## src/rtl/shs_pkg.sv

```systemverilog
`default_nettype none
package shs_pkg;

	localparam int STEPS_PER_UNIT = 160;
	localparam int BACKOFF_STEPS  = 500;
	localparam int SEEK_TIMEOUT   = 10000;
	localparam int LIFT_TIMEOUT   = 5000;
	localparam int OPEN_HITS      = 15;
	localparam int CLOSE_HITS     = 10;

	localparam int REG_W     = 16;
	localparam int CFG_IDX_W = 2;
	localparam int OPCODE_W  = 3;
	localparam int UNITS_W   = 8;
	localparam int STATUS_W  = 2;

	localparam int MOVE_MAX  = (2 ** UNITS_W - 1) * STEPS_PER_UNIT + 1;
	localparam int SENSE_MAX = SEEK_TIMEOUT + 2;
	localparam int TOTAL_MAX = (MOVE_MAX > SENSE_MAX) ? MOVE_MAX : SENSE_MAX;
	localparam int TOTAL_W   = $clog2(TOTAL_MAX + 1);

	localparam logic [REG_W-1:0] SEEK_STABLE_RST = 16'd20;
	localparam logic [REG_W-1:0] ROTARY_HALF_RST = 16'd1250;
	localparam logic [REG_W-1:0] LIFT_HALF_RST   = 16'd400;

	typedef enum logic [2:0] {
		PH_IDLE,
		PH_BACKOFF,
		PH_SEEK,
		PH_OPEN,
		PH_CLOSE,
		PH_MOVE
	} phase_t;

	typedef enum logic [OPCODE_W-1:0] {
		OP_TICK,
		OP_CALIBRATE,
		OP_LIFT_OPEN,
		OP_LIFT_CLOSE,
		OP_MOVE
	} opcode_t;

	typedef enum logic [STATUS_W-1:0] {
		ST_OK,
		ST_TIMEOUT,
		ST_REJECT
	} status_t;

	typedef enum logic [CFG_IDX_W-1:0] {
		REG_SEEK_STABLE,
		REG_ROTARY_HALF,
		REG_LIFT_HALF
	} reg_index_t;

endpackage
`default_nettype wire

```

## src/rtl/stepper_homing_sequencer_top.sv

```systemverilog
`default_nettype none
// Two-axis stepper sequencer: one item is accepted per clock unless stalled (opcode 0
// is a timebase tick, 1 to 4 start calibrate, lift open, lift close or rotary move)
// and every item yields exactly one result, held in an output register. The whole
// per-item update is a single pass of counters and compares between the input and
// that register, so items flow back to back; in_stall is raised only while the output
// register holds a result that out_stall is holding back. Configuration writes through
// cfg_we, cfg_index and cfg_data take effect at once and are meant for idle periods.
module stepper_homing_sequencer_top (
	input  wire logic                           clk,
	input  wire logic                           arst_n,
	input  wire logic                           cfg_we,
	input  wire logic [shs_pkg::CFG_IDX_W-1:0]  cfg_index,
	input  wire logic [shs_pkg::REG_W-1:0]      cfg_data,
	input  wire logic                           in_valid,
	output logic                                in_stall,
	input  wire logic [shs_pkg::OPCODE_W-1:0]   opcode,
	input  wire logic [shs_pkg::UNITS_W-1:0]    move_units,
	input  wire logic                           home_sensor,
	input  wire logic                           open_limit,
	input  wire logic                           closed_limit,
	output logic                                out_valid,
	input  wire logic                           out_stall,
	output logic                                rotary_step,
	output logic                                rotary_direction,
	output logic                                lift_step,
	output logic                                lift_direction,
	output logic                                busy_res,
	output logic                                done_res,
	output logic [shs_pkg::STATUS_W-1:0]        status
);
	import shs_pkg::*;

	logic [REG_W-1:0]   seek_stable_q;
	logic [REG_W-1:0]   rotary_half_q;
	logic [REG_W-1:0]   lift_half_q;

	phase_t             phase_q, phase_d;
	logic [REG_W-1:0]   half_timer_q, half_timer_d;
	logic               step_level_q, step_level_d;
	logic [REG_W-1:0]   stable_count_q, stable_count_d;
	logic [TOTAL_W-1:0] step_total_q, step_total_d;
	logic               rot_dir_q, rot_dir_d;
	logic               lift_dir_q, lift_dir_d;
	logic               done_d;
	status_t            status_d;

	logic               out_valid_q;
	logic               rotary_step_q, rotary_dir_res_q, lift_step_q, lift_dir_res_q;
	logic               busy_q, done_q;
	logic [STATUS_W-1:0] status_q;

	logic               rotary_step_d, lift_step_d, busy_d;

	logic               in_acc;
	logic [REG_W:0]     timer_inc;
	logic [REG_W-1:0]   period;
	logic [TOTAL_W-1:0] total_inc;
	logic [TOTAL_W-1:0] total_dec;
	logic [TOTAL_W-1:0] sense_limit;
	logic [REG_W-1:0]   sense_need;
	logic               sense_hit;
	logic [REG_W-1:0]   stable_inc;
	logic [REG_W-1:0]   stable_next;

	assign in_stall = out_valid_q && out_stall;
	assign in_acc   = in_valid && !in_stall;

	always_ff @(posedge clk or negedge arst_n) begin
		if (!arst_n) begin
			seek_stable_q <= SEEK_STABLE_RST;
			rotary_half_q <= ROTARY_HALF_RST;
			lift_half_q   <= LIFT_HALF_RST;
		end else if (cfg_we) begin
			case (cfg_index)
				REG_SEEK_STABLE: seek_stable_q <= cfg_data;
				REG_ROTARY_HALF: rotary_half_q <= cfg_data;
				REG_LIFT_HALF:   lift_half_q   <= cfg_data;
				default: ;
			endcase
		end
	end

	always_comb begin
		period      = (phase_q == PH_OPEN || phase_q == PH_CLOSE) ? lift_half_q : rotary_half_q;
		timer_inc   = {1'b0, half_timer_q} + {{REG_W{1'b0}}, 1'b1};
		total_inc   = step_total_q + TOTAL_W'(1);
		total_dec   = (step_total_q != '0) ? step_total_q - TOTAL_W'(1) : step_total_q;
		stable_inc  = (stable_count_q != '1) ? stable_count_q + REG_W'(1) : stable_count_q;
		case (phase_q)
			PH_OPEN: begin
				sense_hit   = open_limit;
				sense_need  = REG_W'(OPEN_HITS);
				sense_limit = TOTAL_W'(LIFT_TIMEOUT);
			end
			PH_CLOSE: begin
				sense_hit   = closed_limit;
				sense_need  = REG_W'(CLOSE_HITS);
				sense_limit = TOTAL_W'(LIFT_TIMEOUT);
			end
			default: begin
				sense_hit   = home_sensor;
				sense_need  = seek_stable_q;
				sense_limit = TOTAL_W'(SEEK_TIMEOUT);
			end
		endcase
		stable_next = sense_hit ? stable_inc : '0;
	end

	always_comb begin
		phase_d        = phase_q;
		half_timer_d   = half_timer_q;
		step_level_d   = step_level_q;
		stable_count_d = stable_count_q;
		step_total_d   = step_total_q;
		rot_dir_d      = rot_dir_q;
		lift_dir_d     = lift_dir_q;
		done_d         = 1'b0;
		status_d       = ST_OK;
		case (opcode)
			OP_CALIBRATE, OP_LIFT_OPEN, OP_LIFT_CLOSE, OP_MOVE: begin
				if (phase_q != PH_IDLE) begin
					done_d   = 1'b1;
					status_d = ST_REJECT;
				end else if (opcode == OP_LIFT_OPEN && open_limit) begin
					done_d = 1'b1;
				end else if (opcode == OP_LIFT_CLOSE && closed_limit) begin
					done_d = 1'b1;
				end else begin
					half_timer_d   = '0;
					step_level_d   = 1'b1;
					stable_count_d = '0;
					step_total_d   = '0;
					case (opcode)
						OP_CALIBRATE: begin
							rot_dir_d = 1'b1;
							phase_d   = home_sensor ? PH_BACKOFF : PH_SEEK;
						end
						OP_LIFT_OPEN: begin
							lift_dir_d = 1'b1;
							phase_d    = PH_OPEN;
						end
						OP_LIFT_CLOSE: begin
							lift_dir_d = 1'b0;
							phase_d    = PH_CLOSE;
						end
						default: begin
							rot_dir_d    = 1'b1;
							phase_d      = PH_MOVE;
							step_total_d = TOTAL_W'(move_units) * TOTAL_W'(STEPS_PER_UNIT)
								+ TOTAL_W'(1);
						end
					endcase
				end
			end
			OP_TICK: begin
				if (phase_q != PH_IDLE) begin
					half_timer_d = timer_inc[REG_W-1:0];
					if (timer_inc >= {1'b0, period}) begin
						half_timer_d = '0;
						if (!step_level_q) begin
							step_level_d = 1'b1;
						end else begin
							step_level_d = 1'b0;
							case (phase_q)
								PH_BACKOFF: begin
									if (total_inc > TOTAL_W'(BACKOFF_STEPS)) begin
										phase_d        = PH_SEEK;
										step_total_d   = '0;
										stable_count_d = '0;
									end else begin
										step_total_d = total_inc;
									end
								end
								PH_SEEK, PH_OPEN, PH_CLOSE: begin
									step_total_d   = total_inc;
									stable_count_d = stable_next;
									if (step_total_q > sense_limit) begin
										phase_d  = PH_IDLE;
										done_d   = 1'b1;
										status_d = ST_TIMEOUT;
									end else if (stable_next > sense_need) begin
										phase_d = PH_IDLE;
										done_d  = 1'b1;
									end
								end
								PH_MOVE: begin
									step_total_d = total_dec;
									if (total_dec == '0) begin
										phase_d = PH_IDLE;
										done_d  = 1'b1;
									end
								end
								default: ;
							endcase
						end
					end
				end
			end
			default: ;
		endcase
	end

	always_comb begin
		busy_d        = (phase_d != PH_IDLE);
		rotary_step_d = step_level_d && busy_d
			&& (phase_d == PH_BACKOFF || phase_d == PH_SEEK || phase_d == PH_MOVE);
		lift_step_d   = step_level_d && (phase_d == PH_OPEN || phase_d == PH_CLOSE);
	end

	always_ff @(posedge clk or negedge arst_n) begin
		if (!arst_n) begin
			phase_q        <= PH_IDLE;
			half_timer_q   <= '0;
			step_level_q   <= 1'b0;
			stable_count_q <= '0;
			step_total_q   <= '0;
			rot_dir_q      <= 1'b0;
			lift_dir_q     <= 1'b0;
			out_valid_q    <= 1'b0;
		end else begin
			if (in_acc) begin
				phase_q        <= phase_d;
				half_timer_q   <= (phase_d == PH_IDLE) ? '0 : half_timer_d;
				step_level_q   <= (phase_d == PH_IDLE) ? 1'b0 : step_level_d;
				stable_count_q <= stable_count_d;
				step_total_q   <= step_total_d;
				rot_dir_q      <= rot_dir_d;
				lift_dir_q     <= lift_dir_d;
				out_valid_q    <= 1'b1;
			end else if (!out_stall) begin
				out_valid_q <= 1'b0;
			end
		end
	end

	always_ff @(posedge clk) begin
		if (in_acc) begin
			rotary_step_q    <= rotary_step_d;
			rotary_dir_res_q <= rot_dir_d;
			lift_step_q      <= lift_step_d;
			lift_dir_res_q   <= lift_dir_d;
			busy_q           <= busy_d;
			done_q           <= done_d;
			status_q         <= done_d ? status_d : ST_OK;
		end
	end

	assign out_valid        = out_valid_q;
	assign rotary_step      = rotary_step_q;
	assign rotary_direction = rotary_dir_res_q;
	assign lift_step        = lift_step_q;
	assign lift_direction   = lift_dir_res_q;
	assign busy_res         = busy_q;
	assign done_res         = done_q;
	assign status           = status_q;

endmodule
`default_nettype wire

```

## config.mk

```make
export PLATFORM = sky130hd
export DESIGN_NAME = stepper_homing_sequencer_top
export DESIGN_NICKNAME = d
export VERILOG_FILES = /design/src/rtl/shs_pkg.sv /design/src/rtl/stepper_homing_sequencer_top.sv
export SDC_FILE = /design/constraint.sdc
export NUM_CORES = 1
export LEC_CHECK = 0
export BUFFER_PORTS_ARGS = -buffer_cell sky130_fd_sc_hd__buf_2
export CORE_UTILIZATION = 62
export CTS_CLUSTER_SIZE = 40
export DETAILED_ROUTE_END_ITERATION = 12
export PLACE_DENSITY = 0.89
export SLEW_MARGIN = 25
export SYNTH_ARGS = -nofsm -noshare
export SYNTH_HDL_FRONTEND = slang
export SYNTH_SLANG_ARGS = --single-unit
```

## constraint.sdc

```tcl
create_clock -name clk -period 5.2 [get_ports clk]
set_input_delay 0.52 -clock clk [delete_from_list [all_inputs] [get_ports clk]]
set_output_delay 0.52 -clock clk [all_outputs]
set_load 0.02 [all_outputs]
```

### Word level (Yosys, flattened, before mapping)

Index checks and enable logic that the tools add are counted.

* $add $sub $neg: 5
* $mul: 1
* div/mod/pow operators: 0
* order comparisons: 4
* equality and inequality tests: 31
* shift-type cells: 0
* multiplexer cells: 82
* bitwise operators: 0
* reduce and logical (&&, ||, !) cells: 32

Operators by type and width (count)
* $mux W16: 22
* $pmux W16 S2: 5
* $add A16 B1 Y16 const B: 3
* $pmux W16 S3: 1
* $gt A16 B16 Y1: 2
* $mux W1: 32
* $mux W3: 10
* $eq A3 B2 Y1 const B: 6
* $pmux W3 S3: 2
* $add A16 B1 Y17 const B: 1
* $ge A17 B16 Y1: 1
* $gt A16 B9 Y1 const B: 1
* $logic_not A16 Y1: 1
* $ne A16 B16 Y1 const B: 1
* $reduce_bool A16 Y1: 1
* $sub A16 B1 Y16 const B: 1
* $eq A3 B3 Y1 const B: 5
* $ne A3 B3 Y1 const B: 5
* $mux W14: 1
* $ne A2 B2 Y1 const B: 6
* $mul A8 B3 Y11 const B: 1
* $pmux W1 S2: 5
* $reduce_and A10 Y1: 1
* $eq A3 B1 Y1 const B: 3
* 21 further kinds: 38

* flip-flop bits (word level): 111
* latch bits: 0
* memory bits (writable): 0
* memory bits (read-only): 0
* input port bits: 37
* logic and storage cells: 173
* memories kept: 0

### Longest topological paths before layout

Gate-level depths: netlist of run 1.

* depth after elaboration: 15
* depth in mapped cells: 20
* mapped depth without buffers: 18

### Worst setup path before layout of run 1

No wires, ideal clock.

* path kind: register -> register
* from: register phase_q[0]
* to: register lift_step_q (netlist: lift_step), data pin
* setup time: 146 ps
* data arrival time: 4502 ps
* setup slack: 552 ps
* stages on the path, launching flop included: 20
* path buffers: 5
* path through: dfrtp_1 clkbuf_1 clkbuf_1 nor2_1 nand2_1 nand2b_1 inv_1 clkbuf_1 clkbuf_1 nand2_1 ha_1 nand4_1 or4_1 or2_2 a211o_1 a211oi_1 or3b_1 buf_4 or3b_1 a21oi_1

* longest elaborated chain between the ends: 14

Ends and longest elaborated chain
* start: declaration: RTL line stepper_homing_sequencer_top.sv:38 `phase_t phase_q, phase_d;`
* start signal: assignment: RTL line stepper_homing_sequencer_top.sv:223 `phase_q <= phase_d;`
* $eq A3 B3 Y1 or $eq A3 B2 Y1 (tied branches): RTL line stepper_homing_sequencer_top.sv:85, stepper_homing_sequencer_top.sv:90, stepper_homing_sequencer_top.sv:165
* $pmux W1 S2: RTL line stepper_homing_sequencer_top.sv:90 `case (phase_q)`
* $mux W16: RTL line stepper_homing_sequencer_top.sv:107 `stable_next = sense_hit ? stable_inc : '0;`
* $gt A16 B16 Y1: RTL line stepper_homing_sequencer_top.sv:182 `end else if (stable_next > sense_need) begin`
* $mux W3: RTL line stepper_homing_sequencer_top.sv:182
* $mux W3: RTL line stepper_homing_sequencer_top.sv:178 `if (step_total_q > sense_limit) begin`
* $pmux W3 S3: RTL line stepper_homing_sequencer_top.sv:165 `case (phase_q)`
* $mux W3: RTL line stepper_homing_sequencer_top.sv:161 `if (!step_level_q) begin`
* $mux W3: RTL line stepper_homing_sequencer_top.sv:159 `if (timer_inc >= {1'b0, period}) begin`
* $mux W3: RTL line stepper_homing_sequencer_top.sv:157 `if (phase_q != PH_IDLE) begin`
* $pmux W3 S2: RTL line stepper_homing_sequencer_top.sv:120 `case (opcode)`
* $eq A3 B2 Y1 or $eq A3 B3 Y1 (tied branches): RTL line stepper_homing_sequencer_top.sv:208 `lift_step_d = step_level_d && (phase_d == PH_OPEN || phase_d == PH_CLOSE);`
* $logic_or A1 B1 Y1: RTL line stepper_homing_sequencer_top.sv:208
* $logic_and A1 B1 Y1 *: RTL line stepper_homing_sequencer_top.sv:208
* named net lift_step_d: RTL line stepper_homing_sequencer_top.sv:53 `logic rotary_step_d, lift_step_d, busy_d;`
* end signal: assignment: RTL line stepper_homing_sequencer_top.sv:241 `lift_step_q <= lift_step_d;`
* end: declaration: RTL line stepper_homing_sequencer_top.sv:49 `logic rotary_step_q, rotary_dir_res_q, lift_step_q, lift_dir_res_q;`

Mark *: on every way through the listed nets, which the timed path passes. The rest lies on a longest branch.
A chain may end at the register's enable or synchronous reset.

### Worst setup path in the final report of run 1

* from: register stable_count_q[3]
* to: register half_timer_q[0]

* longest elaborated chain between the ends: 14

Ends and longest elaborated chain
* start: declaration: RTL line stepper_homing_sequencer_top.sv:41 `logic [REG_W-1:0] stable_count_q, stable_count_d;`
* start signal: assignment: RTL line stepper_homing_sequencer_top.sv:226 `stable_count_q <= stable_count_d;`
* $add A16 B1 Y16 or $ne A16 B16 Y1 (tied branches): RTL line stepper_homing_sequencer_top.sv:89 `stable_inc = (stable_count_q != '1) ? stable_count_q + REG_W'(1) : stable_count_q;`
* $mux W16 *: RTL line stepper_homing_sequencer_top.sv:89
* $mux W16 *: RTL line stepper_homing_sequencer_top.sv:107
* $gt A16 B16 Y1 *: RTL line stepper_homing_sequencer_top.sv:182
* $mux W3 *: RTL line stepper_homing_sequencer_top.sv:182
* $mux W3 *: RTL line stepper_homing_sequencer_top.sv:178
* $pmux W3 S3 *: RTL line stepper_homing_sequencer_top.sv:165
* $mux W3 *: RTL line stepper_homing_sequencer_top.sv:161
* $mux W3 *: RTL line stepper_homing_sequencer_top.sv:159
* $mux W3 *: RTL line stepper_homing_sequencer_top.sv:157
* $pmux W3 S2 *: RTL line stepper_homing_sequencer_top.sv:120
* $logic_not A3 Y1 *: RTL line stepper_homing_sequencer_top.sv:224 `half_timer_q <= (phase_d == PH_IDLE) ? '0 : half_timer_d;`
* $ne A3 B3 Y1 (no line) or $reduce_bool A3 Y1 (tied branches)
* $reduce_and A6 Y1 (no line)
* end signal: assignment: RTL line stepper_homing_sequencer_top.sv:224
* end: declaration: RTL line stepper_homing_sequencer_top.sv:39 `logic [REG_W-1:0] half_timer_q, half_timer_d;`

Every way passes the cells marked *; elsewhere a longest branch is shown, timed or not.

==> run_results.csv, run 1 <==
group,metric,value,unit
floorplan,die_h,117,um
worst_setup_path,crit_chain,"and4_1 -> and3_1 -> and4_1 -> nand4_1 -> buf_4 -> nand3_1 -> xor2_1 -> nor2_1 -> ha_1 -> a21oi_1 -> o21ai_0 -> a21oi_1 -> or4b_2 -> a21oi_1 -> a22oi_1 -> o211ai_1 -> buf_4 -> nor3b_4 -> o41ai_2",
worst_setup_path,r2r_end,"half_timer_q[0]",
final_layout,area_delta_synth_final,9.13,%
yosys,synth_compound_area_frac,0.196,
outcome,status,"complete, no violations",
timing,rsz0062_at_grt,"false",
hold_path,hold_path_class,"in -> async",
yosys,synth_fp_nets,1008,
worst_setup_path,critPathLaunchType,"flip-flop",
route,postRouteAntennaNets,0,
placement,place_congestion,0.947,
floorplan,rows,41,
worst_setup_path,cpPeakStageDelay,0.64,ns
global_route,grt_first_pass_wirelength,34300,um
yosys,synth_mux_area_frac,0.0921,
worst_setup_path,worstPathArrival,5.19,ns
job,drv_cap,0,
yosys,syn_area_per_cell,8.94,um2
route,first_pass_iters,6,
worst_setup_path,critPathTopFamily,"simple AND/OR/NAND/NOR gates",
route,avgRoutedWirePerCell,18.6,um
placement,port_buffers,46,
route,drt-initial-drc-count,948,
clocking,cts.sinks,111,
worst_setup_path,cp.required,5.44,ns
timing,drv_slew,0,
floorplan,die_area,13700,um2
route,wl,20900,um
final_layout,mostFrequentLayoutCell,"nand2_1",
yosys,yosys.area_share.xor_xnor,0.0364,
timing,tns,0,ns
timing,fmax,202,MHz
worst_setup_path,critPathMaxFanout,8,
yosys,synth_edf_count,8,
worst_setup_path,worst-path-buf-inv,2,
yosys,ys_async_sr_fraction,0.928,
final_layout,mostFrequentLayoutCells,"nand2_1 (104), dfrtp_1 (93), nor2_1 (63)",
pwr,clkPwrFrac,0.188,
clocking,root_buffer,"clkbuf_16",
yosys,synth-adder-area-share,0.0866,
placement,place.detailed.hpwl,15100,um
yosys,synth_seq_cells,111,
worst_setup_path,crit_top_cell,"a21oi_1",
yosys,synthFlopType,"dfrtp_1",
placement,pre_cts_ws,0.148,ns
yosys,ys_types,79,
yosys,synth_area,8180,um2
timing,finalHoldViolCount,0,
pwr,p_leak,3.86,nW
final_layout,fin_nets,1040,
final_layout,fillCellCount,987,
global_route,grt_use_total,0.325,
final_layout,drive_above_1_share,0.172,
clocking,clk_pin_slew,0.08,ns
pwr,ir_drop,0.333,mV
floorplan,core,12700,um2
pwr,p_total,3.74,mW
clocking,cts_tree,"done",
clocking,postCtsHoldBufs,0,
worst_setup_path,crit_type,"reg -> reg",
final_layout,fin_util,0.702,
yosys,synthSimpleGateAreaFrac,0.209,
worst_setup_path,end_kind,"flip-flop",
clocking,htree_levels,3,
final_layout,seq_area,2830,um2
global_route,grt_pass1_vias,6893,
floorplan,start_util,0.643,
pwr,intPower,2.11,mW
yosys,synth_warnings,0,
yosys,synth_top_family_by_area,"simple AND/OR/NAND/NOR gates",
worst_setup_path,r2r_slack,0.26,ns
yosys,seq_area_frac_synth,0.346,
clocking,clk_latency,0.37,ns
timing,fin_hold_ws,0.253,ns
pwr,p_switching,1.63,mW
clocking,cts.path.max_buffers,2,
global_route,overflow,0,
timing,fin_skew,0.0122,ns
timing,tightest_slew,0.907,ns
route,route.detailed.drc,0,
timing,fin_crit_sh,0.951,
global_route,grt_max_degree,68,
worst_setup_path,reg2reg_depth,19,
pwr,comb_power_share,0.471,
pwr,seqPwrFrac,0.341,
timing,final-setup-viol-count,0,
pwr,p_per_area,419,nW/um2
clocking,cts_buffers,9,
final_layout,antenna-diode-count,0,
yosys,syn_inst,915,
global_route,antenna_found_initial,0,
timing,period_minus_slack,4.94,ns
pwr,power.switching_fraction,0.435,
worst_setup_path,r2r_start,"stable_count_q[3]",
route,dr_total_vias,7467,
timing,maxSlewHeadroom,0.394,
floorplan,io_pins,47,
worst_setup_path,crit_path_top_delay_cell,"or4b_2",
final_layout,multi_input_area,5100,um2
route,avgViaCountPerCell,6.64,
floorplan,fp.dieW,117,um
timing,setup_slack,0.255,ns
-- repair_timing --
item                                    CTS  global route
resized for setup                         0             3
endpoints found under the setup margin    0            10
setup buffers                             0             4
-- final cells by class --
| class | instances | area share |
|---|---|---|
| multi-input cells | 733 | 0.571 |
| flip-flops and latches | 111 | 0.317 |
| repair buffers | 67 | 0.0437 |
| clock buffers | 10 | 0.0268 |
| well taps | 172 | 0.0241 |
| inverters | 25 | 0.0105 |
| clock inverters | 6 | 0.00687 |
-- cell usage after synthesis (10+ instances only) --
library cell	n	area share
nand2_1	104	0.048
dfrtp_1	93	0.28
nor2_1	63	0.029
o21ai_0	56	0.034
ha_1	55	0.084
mux2_2	50	0.069
a21oi_1	49	0.030
clkbuf_1	43	0.020
nand3_1	36	0.022
a22o_1	25	0.027
inv_1	24	0.011
nor3_1	22	0.013
mux2i_1	19	0.023
xnor2_1	17	0.018
xor2_1	17	0.018
o211ai_1	15	0.014
nand4_1	14	0.011
a21o_1	13	0.012
or3_1	13	0.0099
and3_1	10	0.0076
dfstp_2	10	0.032
nor2b_1	10	0.0076
o31ai_1	10	0.0092
or4_1	10	0.0092
-- routing by layer --
layer | global-route usage | wire, um | vias up
li1 | - | - | 3466
met1 | 0.456 | 8970 | 3529
met2 | 0.495 | 9490 | 406
met3 | 0.0819 | 1890 | 66
met4 | 0.0996 | 541 | 0
met5 | 0 | 0 | -
-- cells by family (layout without fill, tap and decap cells) --
logic type,after synthesis,after routing
AND/OR/NAND/NOR,334,334
XOR/XNOR,34,34
adder cells (fa/ha/maj),56,56
AO/OA/AOI/OAI,240,240
buffers and inverters,71,108
flip-flops,111,111
multiplexers,69,69
-- flip-flops by register name, indices dropped and copies added, names as in the netlist --
signal            cells
step_total_q         16
step_level_q          1
stable_count_q       16
phase_q               3
rot_dir_q             1
seek_stable_q        16
rotary_step           1
lift_direction        1
busy_res              1
half_timer_q         16
done_res              1
rotary_direction      1
rotary_half_q        16
out_valid             1
lift_half_q          16
status                2
lift_dir_q            1
lift_step             1
-- stage by stage --
stage | instance area [um2] | instances
2_1_floorplan | 8180 | 915
3_3_place_gp | 8580 | 1104
3_5_place_dp | 8580 | 1104
4_1_cts | 8880 | 1120
5_1_grt | 8930 | 1124
6_report | 8930 | 1124
-- worst register-to-register path, stage by stage, from the launching register on --
cell	delay, ns
dfrtp_1	0.45
and4_1	0.27
and3_1	0.21
and4_1	0.31
nand4_1	0.26
buf_4	0.23
nand3_1	0.08
xor2_1	0.23
nor2_1	0.07
ha_1	0.31
a21oi_1	0.15
o21ai_0	0.11
a21oi_1	0.16
or4b_2	0.64
a21oi_1	0.28
a22oi_1	0.14
o211ai_1	0.26
buf_4	0.18
nor3b_4	0.08
o41ai_2	0.41
-- worst max path at each step --
stage                            startpoint              end  slack, ns  cells after the start
after floorplan                  phase_q[0]        lift_step       0.55                     19
after global placement    stable_count_q[3]        lift_step       0.39                     17
after detailed placement  stable_count_q[3]  half_timer_q[0]       0.15                     18
after CTS                 stable_count_q[3]  half_timer_q[0]       0.14                     18
after global routing      stable_count_q[3]  half_timer_q[0]       0.04                     18
final                     stable_count_q[3]  half_timer_q[0]       0.26                     19
-- power groups by stage --
stage	registers, mW	logic, mW	clock network, mW
3_5_place_dp	1.28	1.69	0
3_3_place_gp	1.27	1.62	0
6_report	1.27	1.76	0.701
5_1_grt	1.30	1.94	0.738
2_1_floorplan	1.15	1.35	0
4_1_cts	1.26	1.70	0.709
Note: power is estimated with default switching activity, not from simulation.
==> run 2, diff against run 1 <==
--- a/config.mk
+++ b/config.mk
@@ -6,10 +6,10 @@
 export NUM_CORES = 1
 export LEC_CHECK = 0
 export BUFFER_PORTS_ARGS = -buffer_cell sky130_fd_sc_hd__buf_2
-export CORE_UTILIZATION = 62
+export CORE_UTILIZATION = 45
 export CTS_CLUSTER_SIZE = 40
 export DETAILED_ROUTE_END_ITERATION = 12
-export PLACE_DENSITY = 0.89
+export PLACE_DENSITY = 0.7
 export SLEW_MARGIN = 25
 export SYNTH_ARGS = -nofsm -noshare
 export SYNTH_HDL_FRONTEND = slang
==> constraint.sdc (replaced) <==
create_clock -name clk -period 5.2 [get_ports clk]
set_input_delay 1.04 -clock clk [delete_from_list [all_inputs] [get_ports clk]]
set_output_delay 1.04 -clock clk [all_outputs]
set_load 0.02 [all_outputs]
==> run_results.csv, run 2 (synthesis gave the netlist of run 1 again) <==
group,metric,value,unit
outcome,status,"complete, no violations",
timing,final-setup-viol-count,0,
global_route,overflow,0,
pwr,p_switching,1.64,mW
timing,fin_skew,0.00894,ns
timing,drv_slew,0,
clocking,root_buffer,"clkbuf_16",
pwr,p_per_area,414,nW/um2
worst_setup_path,crit_type,"reg -> reg",
worst_setup_path,critPathLaunchType,"flip-flop",
floorplan,io_pins,47,
final_layout,fillCellCount,1633,
global_route,antenna_found_initial,0,
pwr,intPower,2.09,mW
clocking,clk_pin_slew,0.09,ns
global_route,grt_pass1_vias,6781,
floorplan,core,17500,um2
timing,finalHoldViolCount,0,
floorplan,die_area,18700,um2
route,avgViaCountPerCell,6.14,
worst_setup_path,reg2reg_depth,18,
clocking,htree_levels,3,
final_layout,area_delta_synth_final,10.2,%
route,avgRoutedWirePerCell,18.2,um
final_layout,drive_above_1_share,0.172,
hold_path,hold_path_class,"reg -> reg",
timing,maxSlewHeadroom,0.413,
route,postRouteAntennaNets,0,
pwr,p_leak,3.86,nW
worst_setup_path,critPathMaxFanout,7,
timing,fin_crit_sh,0.935,
route,drt-initial-drc-count,465,
pwr,power.switching_fraction,0.440,
final_layout,mostFrequentLayoutCells,"nand2_1 (104), dfrtp_1 (92), nor2_1 (63)",
worst_setup_path,cpPeakStageDelay,0.65,ns
floorplan,fp.dieW,137,um
clocking,clk_latency,0.37,ns
job,drv_cap,0,
floorplan,start_util,0.466,
worst_setup_path,end_kind,"flip-flop",
clocking,cts_buffers,9,
floorplan,die_h,137,um
route,dr_total_vias,7220,
pwr,ir_drop,0.244,mV
global_route,grt_first_pass_wirelength,35100,um
placement,port_buffers,46,
timing,tns,0,ns
pwr,comb_power_share,0.455,
worst_setup_path,cp.required,5.42,ns
clocking,cts.sinks,111,
pwr,clkPwrFrac,0.197,
placement,place.detailed.hpwl,15600,um
global_route,grt_max_degree,72,
placement,place_congestion,0.917,
timing,tightest_slew,0.878,ns
global_route,grt_use_total,0.240,
route,wl,21400,um
clocking,cts.path.max_buffers,2,
final_layout,mostFrequentLayoutCell,"nand2_1",
clocking,postCtsHoldBufs,0,
final_layout,seq_area,2830,um2
final_layout,multi_input_area,5100,um2
worst_setup_path,crit_path_top_delay_cell,"or4b_2",
timing,fmax,206,MHz
final_layout,antenna-diode-count,0,
route,first_pass_iters,5,
worst_setup_path,crit_chain,"and4_1 -> and3_1 -> and4_2 -> nand4_1 -> and3_2 -> nand4_1 -> xor2_1 -> nor2_1 -> ha_1 -> nand2_1 -> o21ai_0 -> a21oi_1 -> or4b_2 -> a211o_1 -> a211oi_1 -> or3b_4 -> or3b_1 -> a21oi_1",
worst_setup_path,worstPathArrival,5.08,ns
hold_path,whs_path_depth,1,
floorplan,rows,48,
timing,period_minus_slack,4.86,ns
final_layout,fin_nets,1039,
route,route.detailed.drc,0,
timing,fin_hold_ws,0.506,ns
pwr,seqPwrFrac,0.348,
clocking,cts_tree,"done",
-- run 2: layer usage --
layer  GRT usage  vias to the layer above  part of all wire
met5           0                        -                 0
met4      0.0580                        0             0.014
met3      0.0363                       21             0.039
met2       0.394                      166              0.48
met1       0.332                     3551              0.47
li1            -                     3482                 -
-- run 2: power groups by stage --
| stage | logic, mW | clock network, mW | registers [mW] |
|---|---|---|---|
| finish | 1.70 | 0.736 | 1.30 |
| global placement | 1.63 | 0 | 1.30 |
| CTS | 1.67 | 0.750 | 1.29 |
| global route | 1.88 | 0.781 | 1.33 |
| floorplan | 1.35 | 0 | 1.15 |
| detailed placement | 1.67 | 0 | 1.31 |
-- run 2: area by class of cell --
class                      count  area share
clock inverter                 7      0.0110
multi-input combinational    733       0.565
sequential                   111       0.314
inverter                      25      0.0104
clock buffer                   9      0.0250
timing repair buffer          66      0.0429
tap                          225      0.0312
-- run 2: worst paths after layout --
kind,start,slack [ns],to
worst max-delay path,stable_count_q[4],0.34,lift_step
worst min-delay path,rot_dir_q,0.51,rot_dir_q
worst max register to register,stable_count_q[4],0.34,lift_step
worst min register to register,rot_dir_q,0.51,rot_dir_q
max in group asynchronous,arst_n,3.57,rotary_half_q[1]
min in group asynchronous,arst_n,0.68,stable_count_q[13]
-- run 2: worst max-delay path: cells and delay by family, from the launching register on --
kind / cells / cell delay [ns]
AOI/OAI and AO/OA: 5 / 0.86
xor gates and xnor gates: 1 / 0.18
adders and majority gates: 1 / 0.32
DFF: 1 / 0.44
and+or+nand+nor: 11 / 2.92
-- run 2: timing repair --
action,in CTS,in global routing
buffers inserted,0,4
gates resized for setup,0,4
setup endpoints to repair,0,12
-- run 2: per-stage QoR --
stage                util  setup WS, ns  power [mW]  std cells  area (um2)
detailed placement  0.493         0.141        2.97       1156        8650
global route        0.514       -0.0292        4.00       1176        9010
finish              0.514         0.340        3.74       1176        9010
CTS                 0.512         0.118        3.72       1172        8970
global placement    0.493        0.0629        2.93       1156        8640
floorplan               -         0.552        2.51        915        8180
==> run 3, diff against run 2 <==
--- a/config.mk
+++ b/config.mk
@@ -6,10 +6,12 @@
 export NUM_CORES = 1
 export LEC_CHECK = 0
 export BUFFER_PORTS_ARGS = -buffer_cell sky130_fd_sc_hd__buf_2
+export CELL_PAD_IN_SITES_DETAIL_PLACEMENT = 1
+export CELL_PAD_IN_SITES_GLOBAL_PLACEMENT = 1
 export CORE_UTILIZATION = 45
 export CTS_CLUSTER_SIZE = 40
 export DETAILED_ROUTE_END_ITERATION = 12
-export PLACE_DENSITY = 0.7
+export PLACE_DENSITY = 0.85
 export SLEW_MARGIN = 25
 export SYNTH_ARGS = -nofsm -noshare
 export SYNTH_HDL_FRONTEND = slang
==> run_results.csv, run 3 (synthesis gave the netlist of run 1 again) <==
group,metric,value,unit
worst_setup_path,end_kind,"flip-flop",
final_layout,fillCellCount,2068,
timing,tightest_slew,0.918,ns
floorplan,io_pins,47,
worst_setup_path,worst-path-buf-inv,1,
final_layout,seq_area,2830,um2
final_layout,fin_area,9060,um2
timing,final-setup-viol-count,0,
final_layout,multi_input_area,5080,um2
clocking,cts.path.max_buffers,2,
placement,place_area,8730,um2
global_route,grt_max_degree,77,
timing,drv_slew,0,
timing,finalHoldViolCount,0,
pwr,p_per_area,430,nW/um2
timing,fmax,197,MHz
worst_setup_path,crit_chain,"ha_1 -> nand3_1 -> nor3_1 -> buf_4 -> xor2_1 -> ha_1 -> a21oi_1 -> o21ai_0 -> o21ai_0 -> o21ai_0 -> o211ai_1 -> or3_1 -> or3b_4 -> nor4b_1 -> o21ai_0",
route,avgRoutedWirePerCell,21.8,um
clocking,clk_pin_slew,0.09,ns
worst_setup_path,critPathMaxFanout,7,
route,wl,25800,um
pwr,ir_drop,0.204,mV
route,avgViaCountPerCell,6.37,
clocking,cts_tree,"done",
worst_setup_path,crit_path_top_delay_cell,"dfrtp_1",
worst_setup_path,worstPathArrival,5.27,ns
placement,place_congestion,0.935,
clocking,cts_buffers,9,
worst_setup_path,critPathLaunchType,"flip-flop",
floorplan,fp.dieW,137,um
floorplan,start_util,0.466,
worst_setup_path,r2r_slack,0.13,ns
clocking,root_buffer,"clkbuf_16",
timing,fin_crit_sh,0.974,
global_route,grt_pass1_vias,7774,
clocking,postCtsHoldBufs,0,
final_layout,antenna-diode-count,0,
job,drv_cap,0,
pwr,p_total,3.89,mW
floorplan,die_area,18700,um2
hold_path,hold_path_class,"reg -> reg",
timing,maxSlewHeadroom,0.386,
global_route,overflow,0,
worst_setup_path,crit_type,"reg -> reg",
route,postRouteAntennaNets,0,
global_route,antenna_found_initial,0,
worst_setup_path,crit_top_cell,"o21ai_0",
route,dr_total_vias,7539,
placement,dp_cells,1166,
timing,period_minus_slack,5.07,ns
timing,tns,0,ns
route,first_pass_iters,5,
final_layout,final_cells,1184,
pwr,p_leak,3.91,nW
floorplan,rows,48,
worst_setup_path,cpPeakStageDelay,0.49,ns
final_layout,drive_above_1_share,0.176,
route,route.detailed.drc,0,
floorplan,die_h,137,um
outcome,status,"complete, no violations",
clocking,clk_latency,0.38,ns
route,drt-initial-drc-count,552,
global_route,grt_first_pass_wirelength,41800,um
final_layout,mostFrequentLayoutCells,"nand2_1 (104), dfrtp_1 (93), nor2_1 (63)",
final_layout,fin_nets,1047,
global_route,grt_use_total,0.288,
placement,place.detailed.hpwl,18400,um
placement,port_buffers,46,
final_layout,area_delta_synth_final,10.8,%
final_layout,mostFrequentLayoutCell,"nand2_1",
clocking,cts.sinks,111,
worst_setup_path,critPathTopFamily,"simple AND/OR/NAND/NOR gates",
floorplan,core,17500,um2
clocking,htree_levels,3,
worst_setup_path,cp.required,5.41,ns
timing,fin_skew,0.0172,ns
run 3: changes by cell type in the layout (fill, tap and decap cells not counted), sizes merged:
cell / change
buf: +8
clkinv: -4
inv: +4
run 3: metal layers:
layer  vias up  GRT usage  wire length, um
met5         -          0                0
met4         0      0.123              824
met3        60     0.0326              966
met2       192      0.497            12900
met1      3805      0.364            11200
li1       3482          -                -
run 3: timing repair:
action                                  4_1_cts  5_1_grt
gates resized for setup                       0        1
endpoints found under the hold margin         0        0
endpoints found under the setup margin        0        8
setup buffers                                 0        2
run 3: layout make-up:
type                            count  area share
Clock buffer                        9      0.0248
Clock inverter                      7     0.00980
Inverter                           25      0.0104
Multi-Input combinational cell    733       0.561
Sequential cell                   111       0.312
Tap cell                          225      0.0311
Timing Repair Buffer               74      0.0507
run 3: worst paths after layout:
path                                      start                to  depth (start not counted)
worst min register to register        rot_dir_q         rot_dir_q                          1
min in group asynchronous                arst_n   half_timer_q[6]                          1
worst min-delay path                  rot_dir_q         rot_dir_q                          1
worst max register to register  half_timer_q[0]  half_timer_q[12]                         15
worst max-delay path            half_timer_q[0]  half_timer_q[12]                         15
max in group asynchronous                arst_n    lift_half_q[8]                          2
run 3: power breakdown:
group          switching (mW)  internal (mW)
logic                    1.14          0.741
clock network           0.414          0.354
registers               0.209           1.04
run 3: stage by stage:
stage               hold WS [ns]  setup slack, ns   util
floorplan                  0.462            0.552      -
global placement           0.478            0.248  0.498
detailed placement         0.488            0.118  0.498
CTS                        0.514            0.143  0.516
global route               0.524          -0.0142  0.517
finish                     0.513            0.133  0.517
